$ cat src/hw/rtl/ckar_pkg.sv
`timescale 1ns / 1ps
// ----------------------------------------------------------------------------
// ckar_pkg
// shared types and codes for the cursor key auto-repeat block
// ----------------------------------------------------------------------------
package ckar_pkg;

  // field widths fixed by the item layout
  localparam int CNT_W  = 8;
  localparam int TIME_W = 20;
  localparam int CFG_W  = 20;
  localparam int IDX_W  = 2;

  // direction codes, two's complement
  localparam logic [1:0] DIR_REL      = 2'b00;
  localparam logic [1:0] DIR_FWD      = 2'b01;
  localparam logic [1:0] DIR_BACK     = 2'b11;
  // code -2, negative, so it counts as back
  localparam logic [1:0] DIR_BACK_ALT = 2'b10;

  // axis codes
  localparam logic AXIS_VERT  = 1'b0;
  localparam logic AXIS_HORIZ = 1'b1;

  // configuration register indexes
  localparam logic [IDX_W-1:0] CFG_ITEM_COUNT   = 2'd0;
  localparam logic [IDX_W-1:0] CFG_FIRST_DELAY  = 2'd1;
  localparam logic [IDX_W-1:0] CFG_REPEAT_PER   = 2'd2;

  // register reset values
  localparam logic [CFG_W-1:0] FIRST_DELAY_RST  = 20'd400000;
  localparam logic [CFG_W-1:0] REPEAT_PER_RST   = 20'd100000;

  typedef struct packed {
    logic              axis;
    logic [1:0]        direction;
    logic [TIME_W-1:0] elapsed_us;
  } in_item_t;

  typedef struct packed {
    logic             moved;
    logic [1:0]       move_dir;
    logic [CNT_W-1:0] cursor_pos;
  } out_item_t;

endpackage

$ cat src/hw/rtl/ckar_stream_if.sv
`timescale 1ns / 1ps
// ----------------------------------------------------------------------------
// ckar_stream_if
// valid/ready channel carrying one payload per transaction
// ----------------------------------------------------------------------------
interface ckar_stream_if #(
  parameter type payload_t = logic
);
  logic     valid;
  logic     ready;
  payload_t data;

  modport source (output valid, output data, input ready);
  modport sink   (input valid, input data, output ready);
endinterface

$ cat src/hw/rtl/ckar_qual.sv
`timescale 1ns / 1ps
// ----------------------------------------------------------------------------
// ckar_qual
// repeat qualifier for one axis: release, first press and held countdown
// ----------------------------------------------------------------------------
module ckar_qual #(
  parameter int TW = 24,
  parameter int VW = 20
) (
  input  logic [1:0]           dir,
  input  logic [1:0]           prev_dir,
  input  logic signed [TW-1:0] timer,
  input  logic [VW-1:0]        dt,
  input  logic [VW-1:0]        first_delay,
  input  logic [VW-1:0]        repeat_period,
  output logic [1:0]           prev_dir_nxt,
  output logic signed [TW-1:0] timer_nxt,
  output logic [1:0]           mv_dir
);

  // lowest timer value, -2^(TW-1), at both widths
  localparam logic signed [TW:0]   TMIN_WIDE = {2'b11, {(TW - 1){1'b0}}};
  localparam logic signed [TW-1:0] TMIN      = {1'b1, {(TW - 1){1'b0}}};

  logic signed [TW:0]   diff;
  logic signed [TW-1:0] sat;

  assign diff = {timer[TW-1], timer} - $signed({{(TW + 1 - VW){1'b0}}, dt});
  assign sat  = (diff < TMIN_WIDE) ? TMIN : diff[TW-1:0];

  always_comb begin
    prev_dir_nxt = dir;
    timer_nxt    = timer;
    mv_dir       = ckar_pkg::DIR_REL;
    if (dir == ckar_pkg::DIR_REL) begin
      timer_nxt = '0;
    end else if (dir != prev_dir) begin
      timer_nxt = $signed({{(TW - VW){1'b0}}, first_delay});
      mv_dir    = dir;
    end else if (sat[TW-1] || (sat == '0)) begin
      // at most one move per update, even far below zero
      timer_nxt = sat + $signed({{(TW - VW){1'b0}}, repeat_period});
      mv_dir    = dir;
    end else begin
      timer_nxt = sat;
    end
  end

endmodule

$ cat src/hw/rtl/ckar_cursor.sv
`timescale 1ns / 1ps
// ----------------------------------------------------------------------------
// ckar_cursor
// clamps the vertical cursor into the item count and steps it with wrap
// ----------------------------------------------------------------------------
module ckar_cursor (
  input  logic [ckar_pkg::CNT_W-1:0] count,
  input  logic [ckar_pkg::CNT_W-1:0] cursor,
  input  logic [1:0]                 mv_dir,
  output logic [ckar_pkg::CNT_W-1:0] cursor_nxt
);

  logic [ckar_pkg::CNT_W-1:0] last_idx;
  logic [ckar_pkg::CNT_W-1:0] cur_c;
  logic [ckar_pkg::CNT_W:0]   cur_inc;

  assign last_idx = count - ckar_pkg::CNT_W'(1);
  assign cur_c    = (cursor >= count) ? last_idx : cursor;
  assign cur_inc  = {1'b0, cur_c} + (ckar_pkg::CNT_W + 1)'(1);

  always_comb begin
    cursor_nxt = cur_c;
    if (count == '0) begin
      cursor_nxt = '0;
    end else if (mv_dir == ckar_pkg::DIR_FWD) begin
      cursor_nxt = (cur_inc >= {1'b0, count}) ? '0 : cur_inc[ckar_pkg::CNT_W-1:0];
    end else if (mv_dir == ckar_pkg::DIR_BACK) begin
      cursor_nxt = (cur_c == '0) ? last_idx : cur_c - ckar_pkg::CNT_W'(1);
    end
  end

endmodule

$ cat src/hw/rtl/cursor_key_autorepeat_top.sv
`timescale 1ns / 1ps
// an accepted input transaction passes the input register, then the result register, before its result is offered
// throughput: one transaction per cycle while the result register can advance
// a stalled output holds the pipe, the input side keeps taking items while a slot is free
// reset (rst_n low, synchronous) empties both stages, clears cursor, directions and timers
// and loads item_count 0, first delay 400000 us and repeat period 100000 us
// ----------------------------------------------------------------------------
// cursor_key_autorepeat_top
// typematic repeat qualifier for two axes with a wrapping vertical cursor
// ----------------------------------------------------------------------------
module cursor_key_autorepeat_top #(
  parameter int MAX_ITEMS = 255,
  parameter int TIME_BITS = 20
) (
  input  logic                       clk,
  input  logic                       rst_n,
  ckar_stream_if.sink                in_ch,
  ckar_stream_if.source              out_ch,
  input  logic                       cfg_we,
  input  logic [ckar_pkg::IDX_W-1:0] cfg_idx,
  input  logic [ckar_pkg::CFG_W-1:0] cfg_wdata
);

  // timer holds down to -2^(TIME_BITS+3), so four bits above the time width
  localparam int TW  = TIME_BITS + 4;
  // time values are kept modulo 2^VW, VW being the smaller of TIME_BITS and the field width
  localparam int VW  = (TIME_BITS < ckar_pkg::TIME_W) ? TIME_BITS : ckar_pkg::TIME_W;
  localparam int CAP = (MAX_ITEMS > 255) ? 255 : MAX_ITEMS;
  localparam logic [ckar_pkg::CNT_W-1:0] CAP_V = ckar_pkg::CNT_W'(CAP);

  // configuration registers
  logic [ckar_pkg::CNT_W-1:0] item_count_r;
  logic [VW-1:0]              first_delay_r;
  logic [VW-1:0]              repeat_per_r;

  // input stage
  logic                s1_valid_r;
  ckar_pkg::in_item_t  s1_item_r;

  // result stage
  logic                out_valid_r;
  ckar_pkg::out_item_t out_item_r;
  ckar_pkg::out_item_t out_item_nxt;

  // axis state
  logic [ckar_pkg::CNT_W-1:0] cursor_r;
  logic [1:0]                 vlast_r;
  logic signed [TW-1:0]       vtimer_r;
  logic [1:0]                 hlast_r;
  logic signed [TW-1:0]       htimer_r;

  logic                       adv;
  logic                       is_vert;
  logic                       cnt_zero;
  logic [ckar_pkg::CNT_W-1:0] count_eff;
  logic [1:0]                 dir_n;
  logic [1:0]                 sel_last;
  logic signed [TW-1:0]       sel_timer;
  logic [1:0]                 last_nxt;
  logic signed [TW-1:0]       timer_nxt;
  logic [1:0]                 q_mv;
  logic [1:0]                 mv;
  logic [ckar_pkg::CNT_W-1:0] cursor_step;

  // the stage ahead advances whenever the result register is empty or drained
  assign adv         = !out_valid_r || out_ch.ready;
  assign in_ch.ready = !s1_valid_r || adv;

  assign out_ch.valid = out_valid_r;
  assign out_ch.data  = out_item_r;

  // the user must write config only while idle; the block itself does not enforce it
  always_ff @(posedge clk) begin
    if (!rst_n) begin
      item_count_r  <= '0;
      first_delay_r <= ckar_pkg::FIRST_DELAY_RST[VW-1:0];
      repeat_per_r  <= ckar_pkg::REPEAT_PER_RST[VW-1:0];
    end else if (cfg_we) begin
      case (cfg_idx)
        ckar_pkg::CFG_ITEM_COUNT:  item_count_r  <= cfg_wdata[ckar_pkg::CNT_W-1:0];
        ckar_pkg::CFG_FIRST_DELAY: first_delay_r <= cfg_wdata[VW-1:0];
        ckar_pkg::CFG_REPEAT_PER:  repeat_per_r  <= cfg_wdata[VW-1:0];
        default: ;
      endcase
    end
  end

  // input register
  always_ff @(posedge clk) begin
    if (!rst_n) begin
      s1_valid_r <= 1'b0;
    end else if (in_ch.ready) begin
      s1_valid_r <= in_ch.valid;
    end
  end

  always_ff @(posedge clk) begin
    if (in_ch.ready && in_ch.valid) begin
      s1_item_r <= in_ch.data;
    end
  end

  // effective count saturates at the configured maximum
  assign count_eff = (item_count_r > CAP_V) ? CAP_V : item_count_r;
  assign cnt_zero  = (count_eff == '0);
  assign is_vert   = (s1_item_r.axis == ckar_pkg::AXIS_VERT);

  // direction by its sign: code -2 acts as back
  assign dir_n = s1_item_r.direction[1] ? ckar_pkg::DIR_BACK : s1_item_r.direction;

  assign sel_last  = is_vert ? vlast_r  : hlast_r;
  assign sel_timer = is_vert ? vtimer_r : htimer_r;

  ckar_qual #(
    .TW (TW),
    .VW (VW)
  ) u_qual (
    .dir           (dir_n),
    .prev_dir      (sel_last),
    .timer         (sel_timer),
    .dt            (s1_item_r.elapsed_us[VW-1:0]),
    .first_delay   (first_delay_r),
    .repeat_period (repeat_per_r),
    .prev_dir_nxt  (last_nxt),
    .timer_nxt     (timer_nxt),
    .mv_dir        (q_mv)
  );

  // empty list on the vertical axis: no move, cursor forced to 0, direction and timer left alone
  assign mv = (is_vert && cnt_zero) ? ckar_pkg::DIR_REL : q_mv;

  ckar_cursor u_cursor (
    .count      (count_eff),
    .cursor     (cursor_r),
    .mv_dir     (mv),
    .cursor_nxt (cursor_step)
  );

  always_comb begin
    out_item_nxt.moved      = (mv != ckar_pkg::DIR_REL);
    out_item_nxt.move_dir   = mv;
    out_item_nxt.cursor_pos = is_vert ? cursor_step : cursor_r;
  end

  // state update, one transaction per cycle while the result register can advance
  always_ff @(posedge clk) begin
    if (!rst_n) begin
      cursor_r <= '0;
      vlast_r  <= ckar_pkg::DIR_REL;
      vtimer_r <= '0;
      hlast_r  <= ckar_pkg::DIR_REL;
      htimer_r <= '0;
    end else if (s1_valid_r && adv) begin
      if (is_vert) begin
        cursor_r <= cursor_step;
        if (!cnt_zero) begin
          vlast_r  <= last_nxt;
          vtimer_r <= timer_nxt;
        end
      end else begin
        hlast_r  <= last_nxt;
        htimer_r <= timer_nxt;
      end
    end
  end

  // result register
  always_ff @(posedge clk) begin
    if (!rst_n) begin
      out_valid_r <= 1'b0;
    end else if (adv) begin
      out_valid_r <= s1_valid_r;
    end
  end

  always_ff @(posedge clk) begin
    if (adv && s1_valid_r) begin
      out_item_r <= out_item_nxt;
    end
  end

  // after a vertical update with a nonempty list the cursor lies inside it
  a_cursor_in_range: assert property (@(posedge clk) disable iff (!rst_n)
    (s1_valid_r && adv && is_vert && !cnt_zero) |=> (cursor_r < $past(count_eff)))
    else $error("cursor left the item range");

  // moved flag and direction agree, and no move carries code -2
  a_move_coherent: assert property (@(posedge clk) disable iff (!rst_n)
    out_valid_r |-> ((out_item_r.moved == (out_item_r.move_dir != ckar_pkg::DIR_REL))
                     && (out_item_r.move_dir != ckar_pkg::DIR_BACK_ALT)))
    else $error("inconsistent move result");

  // release on the horizontal axis clears its state
  a_release_clears: assert property (@(posedge clk) disable iff (!rst_n)
    (s1_valid_r && adv && !is_vert && dir_n == ckar_pkg::DIR_REL)
    |=> (htimer_r == '0 && hlast_r == ckar_pkg::DIR_REL))
    else $error("release did not clear the horizontal axis");

  // a held item in the input stage is never dropped
  a_no_drop: assert property (@(posedge clk) disable iff (!rst_n)
    (s1_valid_r && !adv) |=> s1_valid_r)
    else $error("pending item lost");

  // an empty list leaves the vertical timer untouched
  a_empty_keeps_timer: assert property (@(posedge clk) disable iff (!rst_n)
    (s1_valid_r && adv && is_vert && cnt_zero) |=> $stable(vtimer_r))
    else $error("vertical timer changed with an empty list");

endmodule

$ cat src/flat_wrapper.sv
// flat-port wrapper written by rule: the top's interface ports become plain ports
module cursor_key_autorepeat_top_flat 
#(
  parameter int MAX_ITEMS = 255,
  parameter int TIME_BITS = 20
)
  (clk, rst_n, cfg_we, cfg_idx, cfg_wdata, in_ch_valid, in_ch_data, in_ch_ready, out_ch_valid, out_ch_data, out_ch_ready);
  ckar_stream_if #(.payload_t(ckar_pkg::in_item_t)) in_ch_i ();
  ckar_stream_if #(.payload_t(ckar_pkg::out_item_t)) out_ch_i ();
  input  logic clk;
  input  logic rst_n;
  input  logic cfg_we;
  input  logic [ckar_pkg::IDX_W-1:0] cfg_idx;
  input  logic [ckar_pkg::CFG_W-1:0] cfg_wdata;
  input wire logic [$bits(in_ch_i.valid)-1:0] in_ch_valid;
  input wire logic [$bits(in_ch_i.data)-1:0] in_ch_data;
  output wire logic [$bits(in_ch_i.ready)-1:0] in_ch_ready;
  output wire logic [$bits(out_ch_i.valid)-1:0] out_ch_valid;
  output wire logic [$bits(out_ch_i.data)-1:0] out_ch_data;
  input wire logic [$bits(out_ch_i.ready)-1:0] out_ch_ready;
  assign in_ch_i.valid = in_ch_valid;
  assign in_ch_i.data = in_ch_data;
  assign in_ch_ready = in_ch_i.ready;
  assign out_ch_valid = out_ch_i.valid;
  assign out_ch_data = out_ch_i.data;
  assign out_ch_i.ready = out_ch_ready;
  cursor_key_autorepeat_top #(.MAX_ITEMS(MAX_ITEMS), .TIME_BITS(TIME_BITS)) u_core (.clk(clk), .rst_n(rst_n), .in_ch(in_ch_i), .out_ch(out_ch_i), .cfg_we(cfg_we), .cfg_idx(cfg_idx), .cfg_wdata(cfg_wdata));
endmodule
$ cat config.mk
export PLATFORM = sky130hd
export DESIGN_NAME = cursor_key_autorepeat_top_flat
export DESIGN_NICKNAME = d
export VERILOG_FILES = /design/src/hw/rtl/ckar_pkg.sv /design/src/hw/rtl/ckar_stream_if.sv /design/src/hw/rtl/ckar_qual.sv /design/src/hw/rtl/ckar_cursor.sv /design/src/hw/rtl/cursor_key_autorepeat_top.sv /design/src/flat_wrapper.sv
export SDC_FILE = /design/constraint.sdc
export NUM_CORES = 1
export LEC_CHECK = 0
export BUFFER_PORTS_ARGS = -buffer_cell sky130_fd_sc_hd__buf_2
export CORE_UTILIZATION = 31
export CTS_BUF_LIST = sky130_fd_sc_hd__clkbuf_2 sky130_fd_sc_hd__clkbuf_4 sky130_fd_sc_hd__clkbuf_8
export DETAILED_ROUTE_END_ITERATION = 10
export HOLD_SLACK_MARGIN = 0.03
export PLACE_DENSITY = 0.48
export SETUP_SLACK_MARGIN = 0.15
export SLEW_MARGIN = 20
export SYNTH_ARGS = -nofsm -noshare
export SYNTH_HDL_FRONTEND = slang
export SYNTH_SLANG_ARGS = --single-unit
$ cat constraint.sdc
create_clock -name clk -period 11.8 [get_ports clk]
set_input_delay 2.36 -clock clk [delete_from_list [all_inputs] [get_ports clk]]
set_output_delay 2.36 -clock clk [all_outputs]
set_load 0.01 [all_outputs]
==> run_results.csv <==
group,metric,value,unit
timing,fin_crit_sh,0.601,
timing,relSlewSlack,0.349,
power,p_leak,0.00443,uW
cells_and_area,syn_to_final_growth,10.9,%
cells_and_area,fillCellCount,3344,
timing,hold_viol,0,
setup_path,critical_path_class,"reg -> reg",
clocking,numCtsBuffers,17,
clocking,htreeDepth,4,
synthesis,synth_area_per_cell,8.15,um^2
place,gp_congestion,0.939,
place,io_buffers,62,
synthesis,synth_cell_types,77,
timing,rsz0062_at_grt,"no",
synthesis,ys_ff_latch,144,
setup_path,cp-end-kind,"flop",
timing,fin_crit,7090,ps
synthesis,synthArstFlopShare,0,
cells_and_area,diodes,0,
floorplan,start_util,0.315,
synthesis,synthTopCellsByArea,"dfxtp_1, edfxtp_1, ha_1",
route,drt-initial-drc-count,660,
synthesis,netlist_area,9900,um^2
global_routing,grt_pass1_wl,50.9,mm
floorplan,fp.dieArea,32700,um^2
power,total_power,1410,uW
setup_path,startpoint_type,"flop",
clocking,cts_setup_buffers,0,
synthesis,ys_warn_count,0,
setup_path,cp_slowest_cell,"a21o_1",
route,num_vias,9039,
route,first_pass_iters,5,
job,maxCapViolCount,0,
clocking,cts.sinks,144,
setup_path,r2r_slack,4710,ps
route,avgViaCountPerCell,5.45,
power,p_per_area,128,nW/um^2
timing,worstMarginPinSlew,971,ps
setup_path,critPathMostFrequentCell,"a21o_1",
clocking,clk_latency,490,ps
global_routing,grt_pass1_vias,8476,
place,dp_hpwl,25.2,mm
power,pwr-share-seq,0.381,
route,postRouteAntennaNets,0,
synthesis,syn-instance-count,1214,
cells_and_area,final_common_cell,"nand2_1",
floorplan,num_rows,65,
global_routing,grt_antenna_before_repair,0,
route,wl,33.0,mm
floorplan,die_x,181,um
clocking,cts_tree,"built",
setup_path,crit_chain,"buf_4 -> mux2_2 -> ha_1 -> and3_1 -> o211ai_1 -> a2111oi_2 -> o211ai_1 -> a31oi_1 -> a21o_1 -> nor3_1 -> ha_1 -> a21o_1 -> a21o_1 -> a21oi_1 -> nand2_1 -> maj3_1 -> nand3_1 -> a21oi_1 -> nor4_1 -> o21ai_0 -> nand3_1 -> xor2_1 -> a32o_1",
cells_and_area,drive_gt1_frac,0.119,
timing,tns,0,ps
clocking,clock_path_buffers,2,
timing,finalSetupViolations,0,
setup_path,critPathArrivalTime,7470,ps
setup_path,cp_top_family,"compound AO/OA/AOI/OAI gates",
synthesis,synth_top_area_share,0.222,
clocking,root_buffer,"clkbuf_8",
outcome,status,"finished, final reports clean",
setup_path,worstPathBufferInverterCount,1,
floorplan,die_h,181,um
synthesis,synth_ff_type,"dfxtp_1",
setup_path,crit_required,12190,ps
power,switching_share,0.352,
synthesis,synth.largest_area_cell,"dfxtp_1",
floorplan,boundaryPins,63,
floorplan,coreArea,31500,um^2
power,p_sw,497,uW
global_routing,track_usage,0.204,
synthesis,synth_edf_count,34,
setup_path,crit_path_max_incr_delay,670,ps
setup_path,critPathMaxFanout,47,
cells_and_area,final_cell_mix,"nand2_1, dfxtp_1, nor2_1",
clocking,hold_buffers,0,
timing,fmax,141,MHz
synthesis,ys_seq_area_frac,0.326,
power,power_frac_comb,0.317,
cells_and_area,num-nets-final,1355,
timing,slew_viol_final,0,
timing,fin_skew,14.9,ps
route,drc,0,
worst_hold_path,min_path_type,"reg -> reg",
clocking,cts_resized,0,
global_routing,overflow,0,
power,intPower,913,uW
power,clockPowerShare,0.302,
power,ir_drop,0.0000598,V
route,avgRoutedWirePerCell,19.9,um
synthesis,syn_nets,1325,
global_routing,grt_max_degree,62,
clocking,clkTransAtPathRegs,90,ps
area by class of cell:
type / instances / area (um^2) / area share
flip-flops and latches: 144 / 3220 / 0.293
repair buffers: 74 / 403 / 0.0367
inverters: 43 / 161 / 0.0147
well taps: 402 / 503 / 0.0458
multi-input cells: 964 / 6280 / 0.571
clock inverters: 13 / 161 / 0.0147
clock buffers: 19 / 255 / 0.0232
cells in the mapped netlist, types with 15 or more instances:
master and n:
edfxtp_1 34, o21a_1 17, ha_1 60, nor2b_1 26, xnor2_1 31, dfxtp_1 110, and2_1 16, nor2_1 70
inv_1 43, a21boi_0 54, and3_1 18, nor3_1 20, nand3_1 48, or3_1 15, xor2_1 15, mux2i_1 15
clkbuf_1 53, nand2_1 190, o21ai_0 66, a21o_1 28, mux2_2 21, a21oi_1 66
per-layer routing:
layer / global-route usage / wire [um] / vias to the layer above
li1: - / - / 4464
met5: 0 / 0 / -
met4: 0.0749 / 911 / 0
met2: 0.321 / 14900 / 226
met3: 0.0375 / 1590 / 38
met1: 0.278 / 15700 / 4311
power by group through the flow:
stage	combinational [uW]	sequential, uW	clock, uW
6_report	447	538	425
5_1_grt	497	540	455
4_1_cts	444	538	439
3_5_place_dp	441	550	0
3_3_place_gp	444	550	0
2_1_floorplan	316	544	0
stage by stage:
step,std cells,instance area [um^2],hold slack [ps],utilization,setup WS (ps)
finish,1659,11000,454,0.349,4710
detailed placement,1627,10600,448,0.336,4830
floorplan,1214,9900,432,-,5170
CTS,1659,11000,457,0.349,4750
global route,1659,11000,489,0.349,4100
global placement,1627,10600,440,0.336,5090
state kept, by name, indices dropped and copies added, names as in the netlist, 2 cells and up:
register / count
u_core.first_delay_r: 20
u_core.repeat_per_r: 20
u_core.vlast_r: 2
u_core.vtimer_r: 24
u_core.hlast_r: 2
u_core.s1_item_r: 23
u_core.item_count_r: 8
u_core.cursor_r: 8
u_core.out_ch.data: 11
u_core.htimer_r: 24
cell families (layout without fill, tap and decap cells):
| family | count (synthesis) | in the layout | share of synthesized area |
|---|---|---|---|
| buffers and inverters | 106 | 149 | 0.0409 |
| adders and majority gates | 63 | 63 | 0.0799 |
| AOI/OAI and AO/OA | 356 | 356 | 0.251 |
| DFF | 144 | 144 | 0.326 |
| and+or+nand+nor | 463 | 463 | 0.223 |
| muxes | 36 | 36 | 0.0391 |
| xor gates and xnor gates | 46 | 46 | 0.0407 |
worst paths after layout:
kind,end,depth (start not counted),start
worst max-delay path,u_core.vtimer_r[22]$_SDFFE_PN0P_,23,u_core.s1_item_r[22]$_DFFE_PP_
worst min-delay path,u_core.vtimer_r[8]$_SDFFE_PN0P_,2,u_core.vtimer_r[8]$_SDFFE_PN0P_
worst min register to register,u_core.vtimer_r[8]$_SDFFE_PN0P_,2,u_core.vtimer_r[8]$_SDFFE_PN0P_
worst max register to register,u_core.vtimer_r[22]$_SDFFE_PN0P_,23,u_core.s1_item_r[22]$_DFFE_PP_
worst register-to-register path: stages, from the launching register on:
cell	delay, ps
edfxtp_1	340
buf_4	490
mux2_2	430
ha_1	410
and3_1	210
o211ai_1	160
a2111oi_2	470
o211ai_1	160
a31oi_1	550
a21o_1	670
nor3_1	150
ha_1	380
a21o_1	200
a21o_1	160
a21oi_1	190
nand2_1	80
maj3_1	440
nand3_1	110
a21oi_1	50
nor4_1	620
o21ai_0	250
nand3_1	150
xor2_1	90
a32o_1	210
Power figures use the tool's default switching activity.
